<file path="src/design/kvt_pkg.sv">
// Shared types and constants for the key/value line tokenizer.
// Used by every module of the block; depends on nothing else.
package kvt_pkg;

   localparam int LINE_LIMIT = 256;
   localparam int CNT_W = $clog2(LINE_LIMIT + 1);
   localparam int LEN_W = 9;
   localparam int CMP_W = ((CNT_W > LEN_W) ? CNT_W : LEN_W) + 1;
   localparam int QUEUE_DEPTH = 4;
   localparam int PTR_W = $clog2(QUEUE_DEPTH);
   localparam int FILL_W = $clog2(QUEUE_DEPTH + 1);

   localparam logic [7:0] CHAR_HASH      = 8'h23;
   localparam logic [7:0] CHAR_COLON     = 8'h3A;
   localparam logic [7:0] CHAR_BACKSLASH = 8'h5C;
   localparam logic [7:0] CHAR_NEWLINE   = 8'h0A;
   localparam logic [7:0] CHAR_SPACE     = 8'h20;
   localparam logic [7:0] CHAR_TAB       = 8'h09;
   localparam logic [7:0] CHAR_CR        = 8'h0D;

   localparam logic [LEN_W-1:0] MAX_LEN_RESET = LEN_W'(256);

   typedef enum logic [2:0] {
      KIND_KEY_BYTE = 3'd0,
      KIND_KEY_END  = 3'd1,
      KIND_VAL_BYTE = 3'd2,
      KIND_OK       = 3'd3,
      KIND_ERR      = 3'd4,
      KIND_EOD      = 3'd5
   } kind_type;

   typedef enum logic [2:0] {
      PH_SKIP    = 3'd0,
      PH_COMMENT = 3'd1,
      PH_KEY     = 3'd2,
      PH_VALWS   = 3'd3,
      PH_VAL     = 3'd4
   } phase_type;

   localparam logic [0:0] REG_MAX_LEN = 1'b0;

   // One queued work entry: the one or two results that a single byte causes.
   typedef struct packed {
      logic     two;
      kind_type kind0;
      logic [7:0] char0;
      kind_type kind1;
      logic [7:0] char1;
   } entry_type;

   function automatic logic is_ws(input logic [7:0] c);
      return (c == CHAR_SPACE) || ((c >= CHAR_TAB) && (c <= CHAR_CR));
   endfunction

endpackage

</file>
<file path="src/design/kvt_front.sv">
// Front end of the tokenizer: accepts bytes, runs the parse state and
// turns each byte into zero, one or two queued results. Uses kvt_pkg.
module kvt_front (
   input  logic                        clock,
   input  logic                        reset,
   input  logic [kvt_pkg::LEN_W-1:0]   max_len,
   input  logic                        accept,
   input  logic                        cmd,
   input  logic [7:0]                  char_in,
   output logic                        push,
   output kvt_pkg::entry_type          push_data
);

   kvt_pkg::phase_type          phase_ff, phase_in;
   logic                        held_valid_ff, held_valid_in;
   logic [7:0]                  held_byte_ff, held_byte_in;
   logic [kvt_pkg::CNT_W-1:0]   count_ff, count_in;

   always_ff @(posedge clock) begin
      if (reset) begin
         phase_ff      <= kvt_pkg::PH_SKIP;
         held_valid_ff <= 1'b0;
         held_byte_ff  <= '0;
         count_ff      <= '0;
      end else if (accept) begin
         phase_ff      <= phase_in;
         held_valid_ff <= held_valid_in;
         held_byte_ff  <= held_byte_in;
         count_ff      <= count_in;
      end
   end

   always_comb begin
      logic [1:0]                 n;
      kvt_pkg::kind_type          rk [2];
      logic [7:0]                 rc [2];
      logic                       do_key;
      logic                       do_val;
      logic [kvt_pkg::CMP_W-1:0]  limit;
      logic [kvt_pkg::CMP_W-1:0]  next_cnt;
      logic                       too_long;

      n      = 2'd0;
      rk[0]  = kvt_pkg::KIND_KEY_BYTE;
      rk[1]  = kvt_pkg::KIND_KEY_BYTE;
      rc[0]  = '0;
      rc[1]  = '0;
      do_key = 1'b0;
      do_val = 1'b0;
      phase_in      = phase_ff;
      held_valid_in = held_valid_ff;
      held_byte_in  = held_byte_ff;
      count_in      = count_ff;

      if (kvt_pkg::CMP_W'(max_len) > kvt_pkg::CMP_W'(kvt_pkg::LINE_LIMIT)) begin
         limit = kvt_pkg::CMP_W'(kvt_pkg::LINE_LIMIT);
      end else begin
         limit = kvt_pkg::CMP_W'(max_len);
      end
      next_cnt = kvt_pkg::CMP_W'(count_ff) + kvt_pkg::CMP_W'(1);
      too_long = next_cnt > limit;

      if (cmd) begin
         phase_in      = kvt_pkg::PH_SKIP;
         held_valid_in = 1'b0;
         held_byte_in  = '0;
         count_in      = '0;
         rk[0] = kvt_pkg::KIND_EOD;
         n     = 2'd1;
      end else begin
         unique case (phase_ff)
            kvt_pkg::PH_SKIP: begin
               if (kvt_pkg::is_ws(char_in)) begin
                  phase_in = kvt_pkg::PH_SKIP;
               end else if (char_in == kvt_pkg::CHAR_HASH) begin
                  phase_in = kvt_pkg::PH_COMMENT;
               end else begin
                  do_key = 1'b1;
               end
            end
            kvt_pkg::PH_COMMENT: begin
               if (char_in == kvt_pkg::CHAR_NEWLINE) begin
                  phase_in = kvt_pkg::PH_SKIP;
               end
            end
            kvt_pkg::PH_KEY: begin
               do_key = 1'b1;
            end
            kvt_pkg::PH_VALWS: begin
               if (char_in == kvt_pkg::CHAR_NEWLINE) begin
                  rk[0] = kvt_pkg::KIND_OK;
                  n     = 2'd1;
                  phase_in      = kvt_pkg::PH_SKIP;
                  held_valid_in = 1'b0;
                  held_byte_in  = '0;
                  count_in      = '0;
               end else if (!kvt_pkg::is_ws(char_in)) begin
                  do_val = 1'b1;
               end
            end
            kvt_pkg::PH_VAL: begin
               do_val = 1'b1;
            end
            default: begin
               phase_in      = kvt_pkg::PH_SKIP;
               held_valid_in = 1'b0;
               held_byte_in  = '0;
               count_in      = '0;
            end
         endcase

         // A record that starts in the skip phase has a clear held byte and count.
         if (do_key && (phase_ff == kvt_pkg::PH_SKIP)) begin
            held_valid_in = 1'b0;
            held_byte_in  = '0;
         end

         if (do_key) begin
            if (char_in == kvt_pkg::CHAR_NEWLINE) begin
               rk[0] = kvt_pkg::KIND_ERR;
               n     = 2'd1;
               phase_in      = kvt_pkg::PH_SKIP;
               held_valid_in = 1'b0;
               held_byte_in  = '0;
               count_in      = '0;
            end else if (char_in == kvt_pkg::CHAR_COLON) begin
               if (held_valid_in && (held_byte_in == kvt_pkg::CHAR_BACKSLASH)) begin
                  // Escaped colon replaces the held backslash.
                  held_byte_in = kvt_pkg::CHAR_COLON;
                  phase_in     = kvt_pkg::PH_KEY;
               end else begin
                  if (held_valid_in) begin
                     rk[n[0]] = kvt_pkg::KIND_KEY_BYTE;
                     rc[n[0]] = held_byte_in;
                     n        = n + 2'd1;
                  end
                  rk[n[0]] = kvt_pkg::KIND_KEY_END;
                  rc[n[0]] = '0;
                  n        = n + 2'd1;
                  phase_in      = kvt_pkg::PH_VALWS;
                  held_valid_in = 1'b0;
                  held_byte_in  = '0;
                  count_in      = '0;
               end
            end else if (too_long) begin
               rk[0] = kvt_pkg::KIND_ERR;
               n     = 2'd1;
               phase_in      = kvt_pkg::PH_SKIP;
               held_valid_in = 1'b0;
               held_byte_in  = '0;
               count_in      = '0;
            end else begin
               if (held_valid_in) begin
                  rk[0] = kvt_pkg::KIND_KEY_BYTE;
                  rc[0] = held_byte_in;
                  n     = 2'd1;
               end
               phase_in      = kvt_pkg::PH_KEY;
               held_byte_in  = char_in;
               held_valid_in = 1'b1;
               count_in      = next_cnt[kvt_pkg::CNT_W-1:0];
            end
         end

         if (do_val) begin
            if (char_in == kvt_pkg::CHAR_NEWLINE) begin
               rk[0] = kvt_pkg::KIND_OK;
               n     = 2'd1;
               phase_in      = kvt_pkg::PH_SKIP;
               held_valid_in = 1'b0;
               held_byte_in  = '0;
               count_in      = '0;
            end else if (too_long) begin
               rk[0] = kvt_pkg::KIND_ERR;
               n     = 2'd1;
               phase_in      = kvt_pkg::PH_SKIP;
               held_valid_in = 1'b0;
               held_byte_in  = '0;
               count_in      = '0;
            end else begin
               rk[0] = kvt_pkg::KIND_VAL_BYTE;
               rc[0] = char_in;
               n     = 2'd1;
               phase_in = kvt_pkg::PH_VAL;
               count_in = next_cnt[kvt_pkg::CNT_W-1:0];
            end
         end
      end

      push            = accept && (n != 2'd0);
      push_data.two   = n[1];
      push_data.kind0 = rk[0];
      push_data.char0 = rc[0];
      push_data.kind1 = rk[1];
      push_data.char1 = rc[1];
   end

endmodule

</file>
<file path="src/design/kvt_queue.sv">
// Short queue of work entries between the front and back ends.
// Uses kvt_pkg for the entry type and depth.
module kvt_queue (
   input  logic                clock,
   input  logic                reset,
   input  logic                push,
   input  kvt_pkg::entry_type  push_data,
   input  logic                pop,
   output logic                full,
   output logic                empty,
   output kvt_pkg::entry_type  head
);

   kvt_pkg::entry_type          slot_ff [kvt_pkg::QUEUE_DEPTH];
   logic [kvt_pkg::PTR_W-1:0]   wr_ptr_ff, wr_ptr_in;
   logic [kvt_pkg::PTR_W-1:0]   rd_ptr_ff, rd_ptr_in;
   logic [kvt_pkg::FILL_W-1:0]  fill_ff, fill_in;

   always_comb begin
      wr_ptr_in = push ? wr_ptr_ff + kvt_pkg::PTR_W'(1) : wr_ptr_ff;
      rd_ptr_in = pop ? rd_ptr_ff + kvt_pkg::PTR_W'(1) : rd_ptr_ff;
      fill_in   = fill_ff + kvt_pkg::FILL_W'(push) - kvt_pkg::FILL_W'(pop);
   end

   always_ff @(posedge clock) begin
      if (reset) begin
         wr_ptr_ff <= '0;
         rd_ptr_ff <= '0;
         fill_ff   <= '0;
      end else begin
         wr_ptr_ff <= wr_ptr_in;
         rd_ptr_ff <= rd_ptr_in;
         fill_ff   <= fill_in;
      end
   end

   always_ff @(posedge clock) begin
      if (push) begin
         slot_ff[wr_ptr_ff] <= push_data;
      end
   end

   assign full  = (fill_ff == kvt_pkg::FILL_W'(kvt_pkg::QUEUE_DEPTH));
   assign empty = (fill_ff == '0);
   assign head  = slot_ff[rd_ptr_ff];

endmodule

</file>
<file path="src/design/kvt_back.sv">
// Back end of the tokenizer: unpacks queued entries into single results
// and holds them in the output register. Uses kvt_pkg.
module kvt_back (
   input  logic                clock,
   input  logic                reset,
   input  logic                empty,
   input  kvt_pkg::entry_type  head,
   output logic                pop,
   input  logic                rsp_stall,
   output logic                rsp_valid,
   output kvt_pkg::kind_type   rsp_kind,
   output logic [7:0]          rsp_char_out,
   output logic                rsp_last
);

   logic               valid_ff, valid_in;
   logic               sub_ff, sub_in;
   kvt_pkg::kind_type  kind_ff, kind_in;
   logic [7:0]         char_ff, char_in;
   logic               last_ff, last_in;
   logic               load;

   always_comb begin
      load     = !valid_ff || !rsp_stall;
      valid_in = valid_ff;
      sub_in   = sub_ff;
      kind_in  = kind_ff;
      char_in  = char_ff;
      last_in  = last_ff;
      pop      = 1'b0;
      if (load) begin
         valid_in = !empty;
         if (!empty) begin
            kind_in = sub_ff ? head.kind1 : head.kind0;
            char_in = sub_ff ? head.char1 : head.char0;
            last_in = sub_ff || !head.two;
            pop     = last_in;
            sub_in  = !last_in;
         end
      end
   end

   always_ff @(posedge clock) begin
      if (reset) begin
         valid_ff <= 1'b0;
         sub_ff   <= 1'b0;
      end else begin
         valid_ff <= valid_in;
         sub_ff   <= sub_in;
      end
   end

   always_ff @(posedge clock) begin
      kind_ff <= kind_in;
      char_ff <= char_in;
      last_ff <= last_in;
   end

   assign rsp_valid    = valid_ff;
   assign rsp_kind     = kind_ff;
   assign rsp_char_out = char_ff;
   assign rsp_last     = last_ff;

endmodule

</file>
<file path="src/design/key_value_line_tokenizer_core.sv">
// Results of an accepted byte go through the queue, then the output register.
// Throughput: one byte and one output result per cycle while neither side stalls,
// so bytes that cause two results (key byte plus key end) take two output transfers.
// A four-entry queue between front and back absorbs those bursts and output stalls.
// Reset (synchronous, active high) returns parsing to leading-whitespace skip,
// empties the queue and output, and sets max_field_length to 256.
module key_value_line_tokenizer_core (
   input  logic         clock,
   input  logic         reset,
   // Input byte channel.
   input  logic         req_valid,
   output logic         req_stall,
   input  logic         req_cmd,
   input  logic [7:0]   req_char_in,
   // Result channel.
   output logic         rsp_valid,
   input  logic         rsp_stall,
   output logic [2:0]   rsp_kind,
   output logic [7:0]   rsp_char_out,
   output logic         rsp_last,
   // Register port.
   input  logic         csr_psel,
   input  logic         csr_penable,
   input  logic         csr_pwrite,
   input  logic [2:0]   csr_paddr,
   input  logic [31:0]  csr_pwdata,
   output logic [31:0]  csr_prdata,
   output logic         csr_pready
);

   // The single register, max_field_length, sits at byte address 0. Address bit 2
   // selects the register index; anything other than index zero reads as zero
   // and ignores writes.
   logic [kvt_pkg::LEN_W-1:0]  max_len_ff;
   logic                       csr_write;

   assign csr_pready = 1'b1;
   assign csr_write  = csr_psel && csr_penable && csr_pwrite && csr_pready;

   always_ff @(posedge clock) begin
      if (reset) begin
         max_len_ff <= kvt_pkg::MAX_LEN_RESET;
      end else if (csr_write && (csr_paddr[2] == kvt_pkg::REG_MAX_LEN)) begin
         max_len_ff <= csr_pwdata[kvt_pkg::LEN_W-1:0];
      end
   end

   always_comb begin
      if (csr_paddr[2] == kvt_pkg::REG_MAX_LEN) begin
         csr_prdata = 32'(max_len_ff);
      end else begin
         csr_prdata = '0;
      end
   end

   // The front end accepts a byte whenever the queue has room. Each accepted
   // transfer is classified in the same cycle and its results are queued as
   // one entry; bytes that cause no result (whitespace, comments, a held key
   // byte) only update the parse state.
   logic                queue_full;
   logic                queue_empty;
   logic                accept;
   logic                push;
   logic                pop;
   kvt_pkg::entry_type  push_data;
   kvt_pkg::entry_type  head;
   kvt_pkg::kind_type   out_kind;

   assign req_stall = queue_full;
   assign accept    = req_valid && !queue_full;

   kvt_front u_front (
      .clock     (clock),
      .reset     (reset),
      .max_len   (max_len_ff),
      .accept    (accept),
      .cmd       (req_cmd),
      .char_in   (req_char_in),
      .push      (push),
      .push_data (push_data)
   );

   kvt_queue u_queue (
      .clock     (clock),
      .reset     (reset),
      .push      (push),
      .push_data (push_data),
      .pop       (pop),
      .full      (queue_full),
      .empty     (queue_empty),
      .head      (head)
   );

   // The back end loads the output register whenever it is empty or its
   // current transfer completes, so a result can leave on every cycle.
   kvt_back u_back (
      .clock        (clock),
      .reset        (reset),
      .empty        (queue_empty),
      .head         (head),
      .pop          (pop),
      .rsp_stall    (rsp_stall),
      .rsp_valid    (rsp_valid),
      .rsp_kind     (out_kind),
      .rsp_char_out (rsp_char_out),
      .rsp_last     (rsp_last)
   );

   assign rsp_kind = out_kind;

endmodule

</file>
<file path="config.mk">
export PLATFORM = sky130hd
export DESIGN_NAME = key_value_line_tokenizer_core
export DESIGN_NICKNAME = d
export VERILOG_FILES = /design/src/design/kvt_pkg.sv /design/src/design/kvt_front.sv /design/src/design/kvt_queue.sv /design/src/design/kvt_back.sv /design/src/design/key_value_line_tokenizer_core.sv
export SDC_FILE = /design/constraint.sdc
export NUM_CORES = 1
export LEC_CHECK = 0
export ABC_CLOCK_PERIOD_IN_PS = 6100
export BUFFER_PORTS_ARGS = -buffer_cell sky130_fd_sc_hd__buf_2
export CORE_MARGIN = 4
export CORE_UTILIZATION = 25
export CTS_CLUSTER_SIZE = 8
export DETAILED_ROUTE_END_ITERATION = 12
export PLACE_DENSITY = 0.44
export SLEW_MARGIN = 30
export SYNTH_ARGS = -nofsm -noshare
export SYNTH_HDL_FRONTEND = slang
export SYNTH_HIERARCHICAL = 1
export SYNTH_SLANG_ARGS = --single-unit
</file>
<file path="constraint.sdc">
create_clock -name clock -period 6.1 [get_ports clock]
set_clock_uncertainty 0.2 [all_clocks]
set_input_delay 0.305 -clock clock [delete_from_list [all_inputs] [get_ports clock]]
set_output_delay 0.305 -clock clock [all_outputs]
set_load 0.005 [all_outputs]
</file>
==> results of run 1 <==
## cells by family after synthesis
family / Yosys count / share of synthesized area [%]
buffers and inverters: 72 / 6.59
muxes: 46 / 10.7
and+or+nand+nor: 165 / 13.8
DFF: 145 / 54.4
xor gates and xnor gates: 11 / 1.53
other: 3 / 0.155
adders and majority gates: 20 / 3.55
AOI/OAI and AO/OA: 88 / 9.31
## state kept, by name, summed over array words and instances, names as in the netlist, named ones only
register / count
u_back/sub_ff: 1
u_queue/slot_ff: 92
u_queue/rd_ptr_ff: 2
u_back/rsp_valid: 1
u_back/rsp_kind: 3
u_front/held_valid_ff: 1
u_back/rsp_char_out: 8
u_front/held_byte_ff: 8
u_back/rsp_last: 1
u_front/count_ff: 9
max_len_ff: 9
u_queue/wr_ptr_ff: 2
u_front/phase_ff: 3
u_queue/fill_ff: 3
## synthesized netlist by cell type, types with 7 or more instances
library cell	count
edfxtp_1	104
ha_1	19
inv_1	16
o21ai_0	11
clkbuf_1	8
buf_4	35
dfxtp_1	41
a21oi_1	16
mux4_2	20
nor2_1	27
and2b_2	9
nand2_1	27
nand2b_1	20
nand3_1	17
mux2_2	11
and2_1	7
a22o_1	9
and3_1	9
mux2i_1	12
## cell type report
type	instances	area, sq um
Fill cell	2907	20200
Sequential cell	145	3940
Multi-Input combinational cell	364	2960
Tap cell	384	480
Timing Repair Buffer	69	433
Clock buffer	18	429
Clock inverter	14	180
Inverter	17	63.8
## power by group
| group | leakage (nW) | total, W | switching (W) | internal (W) |
|---|---|---|---|---|
| Clock | 0.281 | 0.00108 | 0.000426 | 0.000651 |
| Sequential | 1.31 | 0.00123 | 0.0000529 | 0.00118 |
| Combinational | 1.51 | 0.000471 | 0.000232 | 0.000239 |
## cells in the final DEF (no fill, tap or decap), drive strengths merged, types with 12 or more instances in the layout
| cell type | n |
|---|---|
| edfxtp | 104 |
| buf | 55 |
| dfxtp | 41 |
| conb | 34 |
| nor2 | 27 |
| nand2 | 27 |
| mux4 | 23 |
| inv | 21 |
| nand2b | 20 |
| ha | 19 |
| clkbuf | 18 |
| nand3 | 17 |
| a21oi | 17 |
| dlygate4sd3 | 14 |
| mux2i | 12 |
| o21ai | 12 |
## through the flow
step,hold slack [ps],power (W),setup slack (ps)
final,39.1,0.00278,1160
after global routing,43.8,0.00292,784
after CTS,18.4,0.00283,1170
after detailed placement,281,0.00173,1190
after global placement,270,0.00172,1280
after floorplan,174,0.00160,1580
## worst paths after layout
path | to | cells past startpoint | start | slack, ps
max | u_queue/fill_ff[2]$_SDFF_PP0_ | 18 | u_front/count_ff[0]$_SDFFE_PP0P_ | 1160
min | u_front/held_byte_ff[3]$_SDFFE_PP0P_ | 2 | req_char_in[3] | 40
max reg2reg | u_queue/fill_ff[2]$_SDFF_PP0_ | 18 | u_front/count_ff[0]$_SDFFE_PP0P_ | 1160
min reg2reg | max_len_ff[2]$_SDFFE_PP0P_ | 2 | max_len_ff[2]$_SDFFE_PP0P_ | 290
## what timing repair did
action                    CTS  global route
hold endpoints to repair   14             0
setup buffers               0             0
hold buffers               14             0
## routing by layer
layer | GRT usage (%) | up-vias | wire [um] | share of wire, %
met1 | 11.6 | 2257 | 6460 | 42
met2 | 17.9 | 102 | 8130 | 53
met3 | 2.69 | 15 | 596 | 3.9
met5 | 0 | - | 0 | 0
met4 | 3.42 | 0 | 209 | 1.4
li1 | - | 2158 | - | -
==> impl_metrics.csv, run 1 <==
group,metric,value,unit
outcome,status,"finished clean",
clocking,cts_max_level,4,
yosys,yosysTopAreaCell,"edfxtp_1",
sta,max_slew_margin,40.9,%
grt,gr-total-overflow,0,
sta,max_freq,203,MHz
sta,worstMarginPinSlew,877,ps
placement,place.gp.congestion,0.770,
setup_path,start_kind,"flop",
sta,setup_violations,0,
sta,fin_tns_setup,0,ps
clocking,clockBufferDepth,2,
placement,place_area,7740,sq um
placement,dp_cells,965,
floorplan,placementRows,62,
setup_path,crit_arrival,5020,ps
floorplan,fp.dieW,178,um
cells_and_area,fin_util,29.6,%
yosys,synth-edff-count,104,
sta,rsz0062_at_grt,"false",
setup_path,crit_path_max_fanout,14,
yosys,postSynth.asyncResetShare,0,%
yosys,syn_area,7250,sq um
grt,antenna_found_initial,0,
grt,grt_pass1_vias,4725,
setup_path,path_cells,"ha_1, and3_1, nand3_1, xor2_1, inv_1, ha_1, nand4_1, or3_1, o21ai_0, a2bb2oi_1, buf_4, nor2_1, a211o_1, a31oi_1, ha_1, fa_1, xor3_1, nor2_1",
setup_path,crit_slowest_cell,"dfxtp_1",
routing,drt_iter0_markers,287,
setup_path,cp_top_family,"adder cells",
clocking,cts_buffers,17,
routing,ant_nets,0,
floorplan,io_pins,98,
floorplan,dieArea,31800,sq um
cells_and_area,nNetsFinal,685,
placement,io_buffer_count,48,
routing,drc,0,
clocking,cts.clk_slew.worst_paths,60,ps
clocking,ctsResizeCount,0,
setup_path,critical_path.max_stage_delay,540,ps
yosys,synth.area.top_cells,"edfxtp_1 43%, dfxtp_1 11%, mux4_2 6.2%",
floorplan,start_util,25.3,%
clocking,clk_latency,420,ps
setup_path,crit_required,6180,ps
routing,dr.pass1.iters,4,
cells_and_area,drive_gt1_share,23.4,%
min_path,hp-class,"input pin to flop",
yosys,synth_top_area_share,43.0,%
cells_and_area,areaGrowthSynthToFinish,17.0,%
cells_and_area,final_cells,1011,
clocking,cts-root-buf,"clkbuf_16",
floorplan,core,28700,sq um
routing,via_per_inst,4.48,
grt,grt_pass1_wl,24800,um
power_and_ir_drop,ir_drop,0.177,mV
flow_run,maxCapViolCount,0,
yosys,synth_area_per_cell,13.2,sq um
yosys,synthDistinctLibCells,79,
routing,via_count,4532,
placement,hpwl,10200,um
setup_path,setup.worst_path.class,"flop to flop",
sta,min_period_over_period,80.9,%
power_and_ir_drop,p_leak,3.10,nW
yosys,synth-seq-cells,145,
grt,grt_max_degree,39,
cells_and_area,diodes,0,
yosys,synthCells,550,
routing,wl_per_cell,15.2,um
setup_path,path_buf_inv,2,
power_and_ir_drop,p_per_area,327,nW/um^2
yosys,ys_warn_count,6,
setup_path,cp-end-kind,"flop",
setup_path,cpMostUsedCell,"ha_1",
cells_and_area,design_area,8490,sq um
clocking,clock-sinks,145,
sta,min_period,4940,ps
yosys,ys.flop_type,"edfxtp_1",
grt,grt.total_usage,10.0,%
floorplan,die_h,178,um
routing,wl,15400,um
yosys,seq_area_frac_synth,54.4,%
sta,slew_violations,0,
sta,hold_violations,0,
clocking,cts_tree,"built",
Note: power is estimated with default switching activity, not from simulation.
==> run 2: changes to the inputs <==
ABC_AREA = 1   (was unset)
ABC_CLOCK_PERIOD_IN_PS = 4900   (was 6100)
clock period = 4.9 ns   (was 6.1 ns; I/O delays follow)
==> impl_metrics.csv, run 2 <==
group,metric,value,unit
power_and_ir_drop,switching_share,36.4,%
cells_and_area,multi_input_area,3270,sq um
yosys,synth-simple-area-share,23.2,%
yosys,synth_area_per_cell,8.54,sq um
setup_path,crit_path_max_fanout,11,
setup_path,critical_path.max_stage_delay,430,ps
yosys,ys_warn_count,6,
yosys,ys.flop_type,"edfxtp_1",
sta,hold_violations,0,
floorplan,die_h,189,um
yosys,synthCells,957,
cells_and_area,largest_register_ff_count,92,
clocking,clockBufferDepth,2,
sta,max_freq,231,MHz
power_and_ir_drop,ir_drop,0.233,mV
power_and_ir_drop,p_leak,4.06,nW
outcome,status,"finished clean",
sta,slew_violations,0,
yosys,synth-xor-area-share,0.536,%
setup_path,start_kind,"flop",
placement,place.gp.congestion,0.775,
cells_and_area,areaGrowthSynthToFinish,14.2,%
clocking,cts_tree,"built",
sta,min_period_over_period,88.3,%
sta,rsz0062_at_grt,"false",
cells_and_area,final_cell_mix,"241 x nand2_1, 132 x inv_1, 104 x edfxtp_1",
placement,dp_cells,1411,
yosys,synth_compound_area_share,11.5,%
floorplan,placementRows,65,
sta,setup_violations,0,
power_and_ir_drop,p_comb_share,27.0,%
routing,drc,0,
clocking,cts_setup_buffers,0,
routing,wl_per_cell,13.0,um
setup_path,crit_slowest_cell,"dfxtp_1",
power_and_ir_drop,pwr-share-clk,32.3,%
yosys,seq_area_frac_synth,48.2,%
routing,drt_iter0_markers,317,
routing,ant_nets,0,
floorplan,start_util,25.6,%
yosys,synth_top_area_share,38.2,%
sta,max_slew_margin,48.9,%
routing,via_per_inst,4.17,
yosys,syn_area,8180,sq um
cells_and_area,nNetsFinal,1076,
setup_path,cp-end-kind,"flop",
min_path,hp-class,"input pin to flop",
clocking,cts_buffers,17,
yosys,postSynth.asyncResetShare,0,%
flow_run,maxCapViolCount,0,
cells_and_area,final_cells,1453,
yosys,synth.area.top_cells,"edfxtp_1 38%, nand2_1 11%, dfxtp_1 10%",
yosys,synthDistinctLibCells,45,
cells_and_area,num-fill-cells,3473,
setup_path,crit_required,4980,ps
clocking,clock-sinks,145,
clocking,clk_latency,420,ps
grt,antenna_found_initial,1,
sta,fin_tns_setup,0,ps
clocking,cts-root-buf,"clkbuf_16",
routing,dr.pass1.iters,5,
yosys,synth-seq-cells,145,
yosys,yosysTopAreaCell,"edfxtp_1",
cells_and_area,drive_gt1_share,15.8,%
placement,io_buffer_count,48,
setup_path,crit_arrival,4410,ps
power_and_ir_drop,internal-power,0.00259,W
grt,grt_max_degree,50,
sta,min_period,4330,ps
sta,worstMarginPinSlew,766,ps
yosys,synth.most_common_cell,"nand2_1",
power_and_ir_drop,power_frac_seq,40.6,%
grt,grt.total_usage,10.7,%
setup_path,cpMostUsedCell,"nand2_1",
cells_and_area,diodes,0,
grt,grt_pass1_vias,5779,
placement,hpwl,12500,um
floorplan,fp.dieW,189,um
cells_and_area,layout_commonest_cell,"nand2_1",
cells_and_area,largest_register,"u_queue/slot_ff",
cells_and_area,top_regs,"u_queue/slot_ff x92, max_len_ff x9, u_front/count_ff x9",
yosys,synth_top_family_by_area,"simple AND/OR/NAND/NOR gates",
routing,via_count,6054,
yosys,muxShareOfSynthArea,0,%
power_and_ir_drop,p_per_area,436,nW/um^2
routing,wl,18800,um
floorplan,core,31900,sq um
floorplan,io_pins,98,
setup_path,setup.worst_path.class,"flop to flop",
yosys,synth_fa_ha_area_share,3.15,%
yosys,synth-edff-count,104,
clocking,cts_max_level,4,
grt,gr-total-overflow,0,
clocking,cts.clk_slew.worst_paths,70,ps
power_and_ir_drop,power.net_switching,0.00148,W
cells_and_area,seqCellArea,3950,sq um
grt,grt_pass1_wl,30400,um
yosys,synth_common_cells,"241 x nand2_1, 132 x inv_1, 104 x edfxtp_1",
floorplan,dieArea,35700,sq um
setup_path,path_cells,"ha_1, nand2_1, nor2_1, inv_1, o21ai_0, inv_1, ha_1, nand2_1, inv_1, nand3_1, nor2_1, nand2_1, nand2_2, nand2_2, nand2_1, nand2_1, o211ai_1, nand2_1, a21oi_1, ha_1, fa_1, inv_1, nor2_1",
[run 2: stage by stage]
| step | power, W | instance area [sq um] | setup slack [ps] | hold slack, ps | utilization (%) |
|---|---|---|---|---|---|
| after floorplan | 0.00256 | 8290 | 1270 | 114 | - |
| after global placement | 0.00279 | 8630 | 674 | 241 | 27.1 |
| after detailed placement | 0.00280 | 8630 | 564 | 255 | 27.1 |
| after CTS | 0.00413 | 9340 | 537 | 22.5 | 29.3 |
| after global routing | 0.00436 | 9340 | 163 | 53.3 | 29.3 |
| final | 0.00407 | 9340 | 571 | 38.0 | 29.3 |
[run 2: worst max-delay path, delay by kind of cell (launching register included)]
family | cells | cell delay, ps
AO/OA/AOI/OAI | 3 | 750
adder cells (fa/ha/maj) | 4 | 1220
buffers and inverters | 4 | 310
flip-flops | 1 | 430
AND/OR/NAND/NOR | 12 | 1280
[run 2: path summary, 6_finish.rpt]
kind | startpoint | to | slack [ps] | cells past startpoint
setup / recovery | u_front/count_ff[0]$_SDFFE_PP0P_ | u_queue/fill_ff[1]$_SDFF_PP0_ | 570 | 23
hold / removal | csr_psel | max_len_ff[8]$_SDFFE_PP1P_ | 40 | 4
setup reg to reg | u_front/count_ff[0]$_SDFFE_PP0P_ | u_queue/fill_ff[1]$_SDFF_PP0_ | 570 | 23
hold reg to reg | u_queue/rd_ptr_ff[1]$_SDFFE_PP0P_ | flop | 260 | 2
[run 2: kinds of logic (layout without fill, tap and decap cells)]
logic type,after synthesis,after routing
other,3,34
DFF,145,145
AOI/OAI and AO/OA,144,144
buffers and inverters,212,242
xor gates and xnor gates,5,5
and+or+nand+nor,428,428
adders and majority gates,20,20
[run 2: cell type report]
class	count	share of cell area [%]
clock buffers	17	4.55
clock inverters	15	1.97
inverters	143	6.04
multi-input cells	631	35.0
flip-flops and latches	145	42.3
well taps	435	5.83
repair buffers	67	4.37
[run 2: repair_timing]
action	in CTS	in global routing
resized for setup	0	0
endpoints found under the hold margin	10	0
hold buffers	10	0
[run 2: power by group through the flow]
stage          clock network (W)  logic [W]  registers, W
2_1_floorplan                  0   0.000941       0.00162
3_3_place_gp                   0    0.00111       0.00169
3_5_place_dp                   0    0.00111       0.00169
4_1_cts                  0.00135    0.00112       0.00166
5_1_grt                  0.00142    0.00126       0.00169
6_report                 0.00132    0.00110       0.00166
[run 2: routing by layer]
metal / track usage [%] / wire length, um / up-vias
met3: 2.39 / 606 / 13
met1: 13.3 / 8520 / 2806
met5: 0 / 11 / -
li1: - / - / 3154
met2: 18.8 / 9530 / 79
met4: 2.80 / 172 / 2
==> run 3: changes to the inputs <==
CORE_ASPECT_RATIO = 0.8   (was unset)
CORE_UTILIZATION = 59   (was 25)
PLACE_DENSITY = 0.8   (was 0.44)
==> impl_metrics.csv, run 3 (synthesis gave the netlist of run 2 again) <==
group,metric,value,unit
flow_run,maxCapViolCount,0,
cells_and_area,largest_register,"u_queue/slot_ff",
power_and_ir_drop,fin_total_pwr,0.00426,W
sta,max_slew_margin,49.4,%
setup_path,cp_top_family,"simple AND/OR/NAND/NOR gates",
cells_and_area,seqCellArea,3950,sq um
routing,drt_iter0_markers,684,
setup_path,cp.depth,23,
cells_and_area,final_cell_mix,"241 x nand2_1, 132 x inv_1, 104 x edfxtp_1",
setup_path,crit_slowest_cell,"a21oi_1",
power_and_ir_drop,p_leak,4.09,nW
grt,grt.total_usage,23.0,%
setup_path,start_kind,"flop",
routing,wl_per_cell,14.8,um
setup_path,path_cells,"ha_1, nand2_1, nor2_1, inv_1, o21ai_0, inv_1, ha_1, nand2_1, inv_1, nand3_1, nor2_1, nand2_1, nand2_2, nand2_2, nand2_1, nand2_1, o211ai_1, nand2_1, a21oi_1, ha_1, fa_1, inv_1, nor2_1",
power_and_ir_drop,ir_drop,0.297,mV
grt,antenna_found_initial,0,
min_path,hp-start,"csr_psel",
cells_and_area,drive_gt1_share,15.6,%
grt,use_met3,6.34,%
floorplan,placementRows,38,
clocking,ctsResizeCount,0,
grt,gr-total-overflow,0,
grt,grt_pass1_vias,6018,
routing,wl,17800,um
floorplan,start_util,60.3,%
setup_path,cpMostUsedCell,"nand2_1",
floorplan,die_h,113,um
sta,worstMarginPinSlew,758,ps
clocking,clk_latency,420,ps
cells_and_area,multi_input_area,3270,sq um
routing,via_per_inst,5.30,
min_path,min_path_cells,4,
min_path,hp-class,"input pin to flop",
clocking,cts_tree,"built",
routing,drc,0,
power_and_ir_drop,p_per_area,469,nW/um^2
setup_path,critical_path.max_stage_delay,490,ps
sta,slew_violations,0,
placement,hpwl,11200,um
grt,grt_max_degree,57,
sta,hold_violations,0,
setup_path,rr_endpoint,"u_queue/fill_ff[1]$_SDFF_PP0_",
grt,grt_use_met2,37.0,%
cells_and_area,num-fill-cells,1008,
routing,dr.pass1.iters,6,
cells_and_area,diodes,0,
setup_path,setup.worst_path.class,"flop to flop",
clocking,clockBufferDepth,2,
cells_and_area,top_regs,"u_queue/slot_ff x92, max_len_ff x9, u_front/count_ff x9",
clocking,postCtsHoldBufs,10,
setup_path,crit_path_max_fanout,11,
clocking,clock-sinks,145,
min_path,whs_endpoint,"max_len_ff[8]$_SDFFE_PP1P_",
sta,fin_tns_setup,0,ps
setup_path,crit_arrival,4570,ps
floorplan,core,13600,sq um
clocking,cts_max_level,4,
placement,io_buffer_count,48,
outcome,status,"finished clean",
grt,grtUsageMet1,30.4,%
clocking,cts-root-buf,"clkbuf_16",
sta,max_freq,223,MHz
cells_and_area,areaGrowthSynthToFinish,11.2,%
cells_and_area,layout_commonest_cell,"nand2_1",
cells_and_area,largest_register_ff_count,92,
sta,min_period,4490,ps
routing,ant_nets,0,
setup_path,regToRegSetupSlack,410,ps
sta,rsz0062_at_grt,"false",
clocking,cts_buffers,17,
routing,via_count,6340,
grt,grt_pass1_wl,28900,um
setup_path,cp-end-kind,"flop",
placement,place.gp.congestion,0.912,
floorplan,fp.dieW,140,um
cells_and_area,nNetsFinal,1074,
sta,min_period_over_period,91.7,%
setup_path,path_buf_inv,4,
sta,setup_violations,0,
floorplan,dieArea,15800,sq um
floorplan,io_pins,98,
setup_path,timing.rr.start,"u_front/count_ff[0]$_SDFFE_PP0P_",
clocking,cts_setup_buffers,0,
clocking,cts.clk_slew.worst_paths,60,ps
grt,busiest_layer,"met2",
setup_path,crit_required,4980,ps
setup_path,reg2reg_depth,23,
run 3: cell types whose count changed in the layout (fill, tap and decap cells not counted), moves of 2 or more:
cell | previous run | this run
clkinv_8 | 4 | 0
clkinvlp_4 | 0 | 2
bufinv_16 | 1 | 8
buf_4 | 9 | 7
inv_8 | 6 | 0
clkinv_2 | 1 | 3
run 3: layout make-up:
class | instances | area share (%)
multi-input cells | 631 | 35.9
well taps | 180 | 2.48
inverters | 143 | 6.21
clock inverters | 14 | 2.88
clock buffers | 18 | 4.72
flip-flops and latches | 145 | 43.5
repair buffers | 65 | 4.32
run 3: worst max-delay path by stage:
stage          slack (ps)                        startpoint                              end
2_1_floorplan        1270  u_front/count_ff[0]$_SDFFE_PP0P_  u_queue/slot_ff[0][0]$_DFFE_PP_
3_3_place_gp          740  u_front/count_ff[0]$_SDFFE_PP0P_    u_queue/fill_ff[1]$_SDFF_PP0_
3_5_place_dp          590  u_front/count_ff[0]$_SDFFE_PP0P_    u_queue/fill_ff[1]$_SDFF_PP0_
4_1_cts               510  u_front/count_ff[0]$_SDFFE_PP0P_    u_queue/fill_ff[1]$_SDFF_PP0_
5_1_grt               230  u_front/count_ff[0]$_SDFFE_PP0P_    u_queue/fill_ff[1]$_SDFF_PP0_
6_report              410  u_front/count_ff[0]$_SDFFE_PP0P_    u_queue/fill_ff[1]$_SDFF_PP0_
run 3: tightest hold or removal path: stages:
cell and delay, ps:
buf_2 110, nand2_2 120, o21ai_0 90, nand3_1 70
run 3: where the power goes:
group | switching, W | internal (W)
combinational | 0.000742 | 0.000360
sequential | 0.000137 | 0.00153
clock | 0.000490 | 0.00101
total | 0.00137 | 0.00289
run 3: through the flow:
step                      worst slack, ps  area (sq um)  hold WS, ps  std cells  utilization (%)
after detailed placement              590          8300          252       1154             61.2
after global routing                  227          9090         40.8       1196             67.1
after global placement                743          8300          248       1154             61.2
final                                 407          9090         47.3       1196             67.1
after CTS                             512          9090         29.7       1196             67.1
after floorplan                      1270          8290          114        988                -
run 3: metal layers:
metal	wire length, um	up-vias
met5	0	-
met4	212	0
met3	1610	26
met2	8310	292
met1	7620	2889
li1	-	3133
